$ cat config.mk
export PLATFORM = sky130hd
export DESIGN_NAME = pitt_front
export DESIGN_NICKNAME = d
export VERILOG_FILES = /design/src/assert_macros.svh /design/src/pitt_pkg.sv /design/src/pitt_front.sv
export SDC_FILE = /design/constraint.sdc
export NUM_CORES = 1
export LEC_CHECK = 0
export BUFFER_PORTS_ARGS = -buffer_cell sky130_fd_sc_hd__buf_2
export CORE_ASPECT_RATIO = 1.4
export CORE_MARGIN = 3
export CORE_UTILIZATION = 46
export DETAILED_ROUTE_END_ITERATION = 8
export GPL_TIMING_DRIVEN = 0
export PLACE_DENSITY = 0.87
export SLEW_MARGIN = 20
export SYNTH_ARGS = -nofsm -noshare
export SYNTH_HDL_FRONTEND = slang
export SYNTH_SLANG_ARGS = --single-unit
$ cat constraint.sdc
create_clock -name clk -period 4.4 [get_ports clk]
set_input_delay 0.88 -clock clk [delete_from_list [all_inputs] [get_ports clk]]
set_output_delay 0.88 -clock clk [all_outputs]
set_load 0.01 [all_outputs]
$ cat src/assert_macros.svh
// ---------------------------------------------------------------------------
// Assertion macros
// Shared concurrent assertion helpers.
// ---------------------------------------------------------------------------
`ifndef ASSERT_MACROS_SVH
`define ASSERT_MACROS_SVH
// implication checked on every clock edge, off in reset
`define ASSERT_IMPL(label, clk_i, rst_n_i, prop) \
	label: assert property (@(posedge clk_i) disable iff (!rst_n_i) prop) \
		else $error("assertion failed");
// condition that must never be seen on a clock edge, off in reset
`define ASSERT_NEVER(label, clk_i, rst_n_i, cond) \
	label: assert property (@(posedge clk_i) disable iff (!rst_n_i) !(cond)) \
		else $error("assertion failed");
`endif

$ cat src/pitt_pkg.sv
`timescale 1ns / 1ps
// ---------------------------------------------------------------------------
// pitt_pkg
// Shared constants and types for the point-in-tetrahedron test.
// ---------------------------------------------------------------------------
package pitt_pkg;
	localparam int unsigned VertexCountDef = 1024;
	localparam int unsigned CoordWidthDef  = 16;
	localparam int unsigned IdxW           = 10;
	localparam int unsigned InDataW        = 112;
	localparam int unsigned QDepth         = 2;

	localparam logic REQ_WRITE = 1'b0;
	localparam logic REQ_QUERY = 1'b1;

	typedef struct packed {
		logic [IdxW-1:0] c0;
		logic [IdxW-1:0] c1;
		logic [IdxW-1:0] c2;
		logic [IdxW-1:0] c3;
		logic [IdxW-1:0] pt;
	} query_t;
endpackage

$ cat src/pitt_front.sv
`timescale 1ns / 1ps
// ---------------------------------------------------------------------------
// pitt_front
// Accepts transfers, decodes vertex writes and queues queries.
// ---------------------------------------------------------------------------
module pitt_front (
	input  logic                         clk,
	input  logic                         arst_n,
	input  logic                         in_valid,
	output logic                         in_ready,
	input  logic [pitt_pkg::InDataW-1:0] in_data,
	input  logic                         in_user,
	output logic                         wr_en,
	output logic [pitt_pkg::IdxW-1:0]    wr_idx,
	output logic [15:0]                  wr_x,
	output logic [15:0]                  wr_y,
	output logic [15:0]                  wr_z,
	output logic                         q_valid,
	input  logic                         q_ready,
	output pitt_pkg::query_t             q_data
);
	import pitt_pkg::*;

	query_t         fifo_q [QDepth];
	logic           wp_q, rp_q;
	logic [1:0]     cnt_q;
	query_t         qin;
	logic           push, pop;

	// writes wait until no query is queued or being evaluated, so that they
	// keep their order with the table reads of earlier queries
	assign in_ready = (in_user == REQ_QUERY) ? (cnt_q != 2'(QDepth)) :
		(cnt_q == 2'd0 && q_ready);
	assign push     = in_valid && in_ready && in_user == REQ_QUERY;
	assign pop      = q_valid && q_ready;
	assign wr_en    = in_valid && in_ready && in_user == REQ_WRITE;
	assign wr_idx   = in_data[9:0];
	assign wr_x     = in_data[25:10];
	assign wr_y     = in_data[41:26];
	assign wr_z     = in_data[57:42];
	assign qin.c0   = in_data[67:58];
	assign qin.c1   = in_data[77:68];
	assign qin.c2   = in_data[87:78];
	assign qin.c3   = in_data[97:88];
	assign qin.pt   = in_data[107:98];
	assign q_valid  = cnt_q != 2'd0;
	assign q_data   = fifo_q[rp_q];

	always_ff @(posedge clk) begin
		if (push) fifo_q[wp_q] <= qin;
	end

	always_ff @(posedge clk or negedge arst_n) begin
		if (!arst_n) begin
			wp_q  <= 1'b0;
			rp_q  <= 1'b0;
			cnt_q <= 2'd0;
		end else begin
			if (push) wp_q <= ~wp_q;
			if (pop) rp_q <= ~rp_q;
			cnt_q <= cnt_q + 2'(push) - 2'(pop);
		end
	end
endmodule

==> results.py, run 1 <==
metrics = {
    "yosys": {
        "syn-num-nets": 359,
        "async_reset_ff_frac": 0.0385,
        "syn_inst": 241,
        "syn-cell-area_um2": 4550,
        "synthTopCellsByArea": "edfxtp_1 66%, mux2_4 16%, buf_4 9.6%, buf_12 2.2%, dfrtp_1 2.2%",
        "synth_common_cells": "100 x edfxtp_1, 58 x buf_4, 49 x mux2_4, 5 x buf_12",
        "ys_types": 23,
        "avgSynthCellArea_um2": 18.9,
        "synth_top_area_frac": 0.660,
        "ys.flop_type": "edfxtp_1",
        "synth_seq_area_share": 0.682,
        "synth_top_cell_by_area": "edfxtp_1",
        "synth-edff-count": 100,
        "ys_seq_elements": 104,
        "synth_most_common_cell": "edfxtp_1",
        "yosys_warnings": 0,
    },
    "critical_path": {
        "path_common_cell": "buf_2",
        "crit_path_end": "wr_en",
        "start_kind": "input pin",
        "crit_required_ns": 3.52,
        "path_cells": "buf_2 -> nor2b_1 -> and3_1 -> buf_2",
        "worstSetupEndpointType": "output port",
        "crit_family": "simple AND/OR/NAND/NOR gates",
        "crit_arrival_ns": 1.47,
        "crit_type": "input pin to output port",
        "cpMaxStageDelayCell": "and3_1",
        "rrSetupSlack_ns": 2.69,
        "rr_worst_depth": 2,
        "crit_start": "q_ready",
        "crit_path_max_incr_delay_ns": 0.17,
        "worst_r2r_endpoint": "fifo_q[1][43]$_DFFE_PP_",
        "crit_cells": 4,
        "critPathBufInv": 2,
        "reg2reg_from": "cnt_q[0]$_DFF_PN0_",
        "timing.critical_path.fanout_max": 6,
    },
    "layout": {
        "drive_above_1_share": 0.703,
        "synthToLayoutAreaGrowth_pct": 30.1,
        "regArea_um2": 3100,
        "fin_nets": 537,
        "stdcell_count": 556,
        "multiInputGateArea_um2": 910,
        "diodes": 0,
        "utilization": 0.619,
        "fill_cells": 713,
    },
    "power": {
        "clockPowerShare": 0.256,
        "power.total_uw": 3220,
        "p_leak_uw": 0.00259,
        "pwr-share-comb": 0.345,
        "cellPowerDensity_nw_per_um2": 544,
        "intPower_uw": 2350,
        "pwr-share-seq": 0.399,
        "p_switching_uw": 865,
        "swShare": 0.269,
        "ir_drop_mv": 0.262,
    },
    "cts": {
        "clock_path_buffers": 2,
        "htree_levels": 3,
        "hold_buffers": 0,
        "post_cts_resized": 0,
        "cts.clk_slew.worst_paths_ns": 0.06,
        "post_cts_buffers": 0,
        "clock_latency_ns": 0.34,
        "cts_tree": "done",
        "clock-sinks": 104,
        "numCtsBuffers": 9,
        "cts_root_buf": "clkbuf_16",
    },
    "sta": {
        "setup_ws_ns": 2.05,
        "clock_skew_ns": 0.00498,
        "relSlewSlack": 0.539,
        "rsz0062_at_grt": "false",
        "tightest_slew_ns": 0.692,
        "finalMaxSlewViolations": 0,
        "min_period_ns": 2.35,
        "fin_crit_sh": 0.534,
        "max_freq_ghz": 0.426,
        "finalHoldViolCount": 0,
        "hold_ws_ns": 0.341,
        "setup_violations": 0,
    },
    "die": {
        "ios": 228,
        "fp.dieArea_um2": 11100,
        "num_rows": 42,
        "die_h_um": 124,
        "core_um2": 9560,
        "start_util": 0.475,
        "die_x_um": 90.0,
    },
    "job": {
        "cap_violations": 0,
    },
    "detailed_routing": {
        "drt_iter0_markers": 51,
        "vias_per_cell": 4.50,
        "vias": 2503,
        "ant_nets": 0,
        "firstDrtPassIters": 4,
        "wirelength_um": 8440,
        "drc_errors": 0,
        "wire_per_inst_um": 15.2,
    },
    "placement": {
        "dp.cells": 540,
        "dp_slack_ns": 2.06,
        "dpl.hpwl_um": 6410,
        "port_buffers": 165,
        "place_congestion": 0.804,
    },
    "global_route": {
        "grt_pass1_wl_um": 12400,
        "grt_max_degree": 51,
        "grt-ovfl-total": 0,
        "grt_pass1_vias": 2607,
        "antenna_found_initial": 0,
        "grt_usage": 0.147,
    },
    "status": {
        "status": "complete, no violations",
    },
    "min_path": {
        "hold_class": "input pin to async pin",
    },
}
[worst min path at each step]
stage,from,slack [ns],to,cells past startpoint
after floorplan,wp_q$_DFFE_PN0P_,0.46,wp_q$_DFFE_PN0P_,1
after global placement,wp_q$_DFFE_PN0P_,0.48,wp_q$_DFFE_PN0P_,1
after detailed placement,wp_q$_DFFE_PN0P_,0.56,wp_q$_DFFE_PN0P_,1
after CTS,arst_n,0.33,wp_q$_DFFE_PN0P_,1
after global routing,arst_n,0.33,cnt_q[0]$_DFF_PN0_,1
final,arst_n,0.34,cnt_q[0]$_DFF_PN0_,1
[layout by cell type, fill, tap and decap left out]
cell type / netlist / layout
a21oi_1: 1 / 1
and2_1: 1 / 1
and3_1: 2 / 1
and3_4: 0 / 1
buf_12: 5 / 5
buf_16: 0 / 2
buf_2: 0 / 165
buf_4: 58 / 58
buf_6: 1 / 1
bufinv_16: 0 / 2
clkbuf_1: 0 / 1
clkbuf_16: 0 / 9
clkinv_1: 0 / 1
clkinv_2: 0 / 2
dfrtp_1: 4 / 4
edfxtp_1: 100 / 100
ha_1: 1 / 1
inv_6: 0 / 1
mux2_2: 1 / 1
mux2_4: 49 / 49
nand2_1: 4 / 4
nand2b_1: 2 / 2
nand3b_1: 1 / 1
nand4_1: 1 / 1
nor2_1: 2 / 1
nor2_4: 0 / 1
nor2b_1: 1 / 1
o211ai_2: 1 / 1
o21a_1: 1 / 1
o22ai_1: 1 / 1
or2_1: 1 / 1
xnor2_1: 2 / 2
xor2_1: 1 / 1
[layout make-up]
| type | instances | area share |
|---|---|---|
| flip-flops and latches | 104 | 0.524 |
| multi-input cells | 73 | 0.154 |
| repair buffers | 167 | 0.149 |
| plain buffers | 64 | 0.0924 |
| clock buffers | 10 | 0.0387 |
| well taps | 132 | 0.0279 |
| clock inverters | 6 | 0.0140 |
[worst reg2reg max path: stages (launching register included)]
cell	delay (ns)
dfrtp_1	0.44
nand2b_1	0.20
and3_4	0.66
[stage by stage]
stage / instance area, um^2 / setup TNS, ns
global placement: 5540 / -22.57
global route: 5920 / 0
finish: 5920 / 0
detailed placement: 5610 / 0
CTS: 5920 / 0
floorplan: 4550 / 0
[cell families (layout without fill, tap and decap cells)]
| logic type | count (synthesis) | in the layout | synth area share |
|---|---|---|---|
| adders and majority gates | 1 | 1 | 0.00275 |
| DFF | 104 | 104 | 0.682 |
| AOI/OAI and AO/OA | 4 | 4 | 0.00688 |
| buffers and inverters | 64 | 247 | 0.120 |
| muxes | 50 | 50 | 0.164 |
| xor gates and xnor gates | 3 | 3 | 0.00578 |
| and+or+nand+nor | 15 | 15 | 0.0176 |
[per-layer routing]
| metal | routed length (um) | up-vias | GRT usage |
|---|---|---|---|
| met4 | 164 | 0 | 0.0661 |
| met3 | 577 | 12 | 0.0399 |
| li1 | - | 1192 | - |
| met1 | 3060 | 1155 | 0.158 |
| met5 | 0 | - | 0 |
| met2 | 4640 | 144 | 0.273 |
[state kept, by name (all words and copies together), names as in the netlist]
signal and cells:
fifo_q 100, rp_q 1, wp_q 1, cnt_q 2
[power groups by stage]
stage / combinational [uW] / sequential, uW / clock [uW]
global placement: 1080 / 1310 / 0
floorplan: 793 / 1300 / 0
detailed placement: 1130 / 1310 / 0
CTS: 1130 / 1290 / 843
finish: 1110 / 1290 / 823
global route: 1180 / 1300 / 882
(Power assumes the default switching activity.)
==> inputs of run 2 (changes only) <==
==> constraint.sdc (replaced) <==
create_clock -name clk -period 2.45 [get_ports clk]
set_input_delay 0.49 -clock clk [delete_from_list [all_inputs] [get_ports clk]]
set_output_delay 0.49 -clock clk [all_outputs]
set_load 0.01 [all_outputs]
==> run 2 against run 1 <==
Via count is 0.92% higher; clock skew is 0.0028 ns higher; combinational power is 80% higher; sequential share of layout area is 0.25 points higher; largest cell class unchanged; final cell count grew 0.18%; non-clock buffer count rose by 1; sequential power increased by 79%; highest routed layer unchanged; total power is 74% higher.
==> results.py, run 2 (synthesis gave the netlist of run 1 again) <==
metrics = {
    "status": {
        "status": "complete, no violations",
    },
    "sta": {
        "tightest_slew_ns": 0.687,
        "setup_violations": 0,
        "min_period_ns": 1.94,
        "finalHoldViolCount": 0,
        "clock_skew_ns": 0.00778,
        "fin_crit_sh": 0.794,
        "relSlewSlack": 0.542,
        "max_freq_ghz": 0.514,
        "rsz0062_at_grt": "false",
        "finalMaxSlewViolations": 0,
        "hold_ws_ns": 0.343,
    },
    "layout": {
        "final_cell_mix": "165 x buf_2, 100 x edfxtp_1, 58 x buf_4",
        "diodes": 0,
        "top_register": "fifo_q",
        "reg_top3": "fifo_q (100), cnt_q (2)",
        "synthToLayoutAreaGrowth_pct": 29.5,
        "fill_cells": 738,
        "drive_above_1_share": 0.704,
        "largest_reg_flops": 100,
        "final_common_cell": "buf_2",
        "utilization": 0.616,
        "regArea_um2": 3100,
        "fin_nets": 538,
        "multiInputGateArea_um2": 910,
    },
    "global_route": {
        "grt-ovfl-total": 0,
        "grt_max_degree": 51,
        "grt_usage": 0.149,
        "antenna_found_initial": 0,
        "grt_pass1_wl_um": 12800,
        "grt_pass1_vias": 2566,
    },
    "placement": {
        "dpl.hpwl_um": 6570,
        "port_buffers": 165,
        "place_congestion": 0.704,
    },
    "detailed_routing": {
        "ant_nets": 0,
        "wire_per_inst_um": 15.5,
        "vias": 2526,
        "firstDrtPassIters": 4,
        "vias_per_cell": 4.54,
        "wl_met3_um": 552,
        "drt_iter0_markers": 102,
        "drc_errors": 0,
        "wl_met2_um": 4810,
        "wirelength_um": 8650,
        "dr.max_layer_used": "met4",
        "wl_met1_um": 3190,
    },
    "critical_path": {
        "crit_arrival_ns": 1.45,
        "crit_required_ns": 1.96,
        "crit_type": "flip-flop to output port",
        "start_kind": "flip-flop",
        "reg2reg_from": "cnt_q[0]$_DFF_PN0_",
        "timing.critical_path.fanout_max": 10,
        "crit_start": "rp_q$_DFFE_PN0P_",
        "worstSetupEndpointType": "output port",
    },
    "cts": {
        "cts_root_buf": "clkbuf_16",
        "post_cts_buffers": 0,
        "cts_tree": "done",
        "htree_levels": 3,
        "cts.clk_slew.worst_paths_ns": 0.07,
        "clock_latency_ns": 0.34,
        "clock-sinks": 104,
        "clock_path_buffers": 2,
        "numCtsBuffers": 9,
    },
    "die": {
        "num_rows": 42,
        "die_x_um": 90.0,
        "fp.dieArea_um2": 11100,
        "start_util": 0.475,
        "ios": 228,
        "die_h_um": 124,
        "core_um2": 9560,
    },
    "power": {
        "ir_drop_mv": 0.489,
        "p_leak_uw": 0.00257,
        "cellPowerDensity_nw_per_um2": 950,
    },
    "min_path": {
        "min_from": "in_data[92]",
        "hold_class": "input pin to flip-flop",
    },
    "job": {
        "cap_violations": 0,
    },
}
[run 2: changes by cell type in the layout (fill, tap and decap cells not counted), sizes merged]
| cell | previous run | this run |
|---|---|---|
| bufinv | 2 | 0 |
| clkbuf | 10 | 9 |
| clkinv | 3 | 4 |
| clkinvlp | 0 | 3 |
| dlygate4sd3 | 0 | 1 |
| inv | 1 | 0 |
[run 2: report_power, final]
part / switching [uW] / internal, uW / leakage, uW
registers: 88.3 / 2220 / 0.000962
logic: 886 / 1110 / 0.00148
clock network: 603 / 686 / 0.000125
total: 1580 / 4020 / 0.00257
[run 2: layout make-up]
cell class / instances / share of cell area
sequential: 104 / 0.527
multi-input combinational: 73 / 0.154
timing repair buffer: 168 / 0.151
buffer: 64 / 0.0928
clock buffer: 9 / 0.0382
tap: 132 / 0.0280
clock inverter: 7 / 0.00829
[run 2: path summary, 6_finish.rpt]
kind	end	slack (ns)	cells past startpoint
worst max-delay path	q_data[40]	0.51	4
worst min-delay path	fifo_q[1][14]$_DFFE_PP_	0.34	1
worst max register to register	fifo_q[0][31]$_DFFE_PP_	0.72	4
worst min register to register	wp_q$_DFFE_PN0P_	0.57	1
max in group asynchronous	rp_q$_DFFE_PN0P_	1.82	2
min in group asynchronous	cnt_q[0]$_DFF_PN0_	0.51	2
[run 2: worst max-delay path, stage by stage (launching register included)]
cell     delay, ns
dfrtp_1       0.37
buf_6         0.15
buf_12        0.15
mux2_4        0.29
buf_2         0.15
[run 2: what timing repair did]
action | 4_1_cts | 5_1_grt
hold buffers | 1 | 0
resized for setup | 0 | 0
endpoints found under the hold margin | 4 | 0
[run 2: per-layer routing]
metal,up-vias,global-route usage
met5,-,0
met4,0,0.0536
met3,7,0.0375
met2,127,0.279
met1,1203,0.165
li1,1189,-
[run 2: through the flow]
stage / setup TNS [ns] / cells / cell area [um^2] / setup WS, ns / power, uW
floorplan: 0 / 241 / 4550 / 0.134 / 3750
global placement: -29.36 / 538 / 5550 / -0.589 / 4290
detailed placement: 0 / 540 / 5610 / 0.532 / 4380
CTS: 0 / 557 / 5890 / 0.471 / 5680
global route: 0 / 557 / 5890 / 0.449 / 5860
finish: 0 / 557 / 5890 / 0.505 / 5600
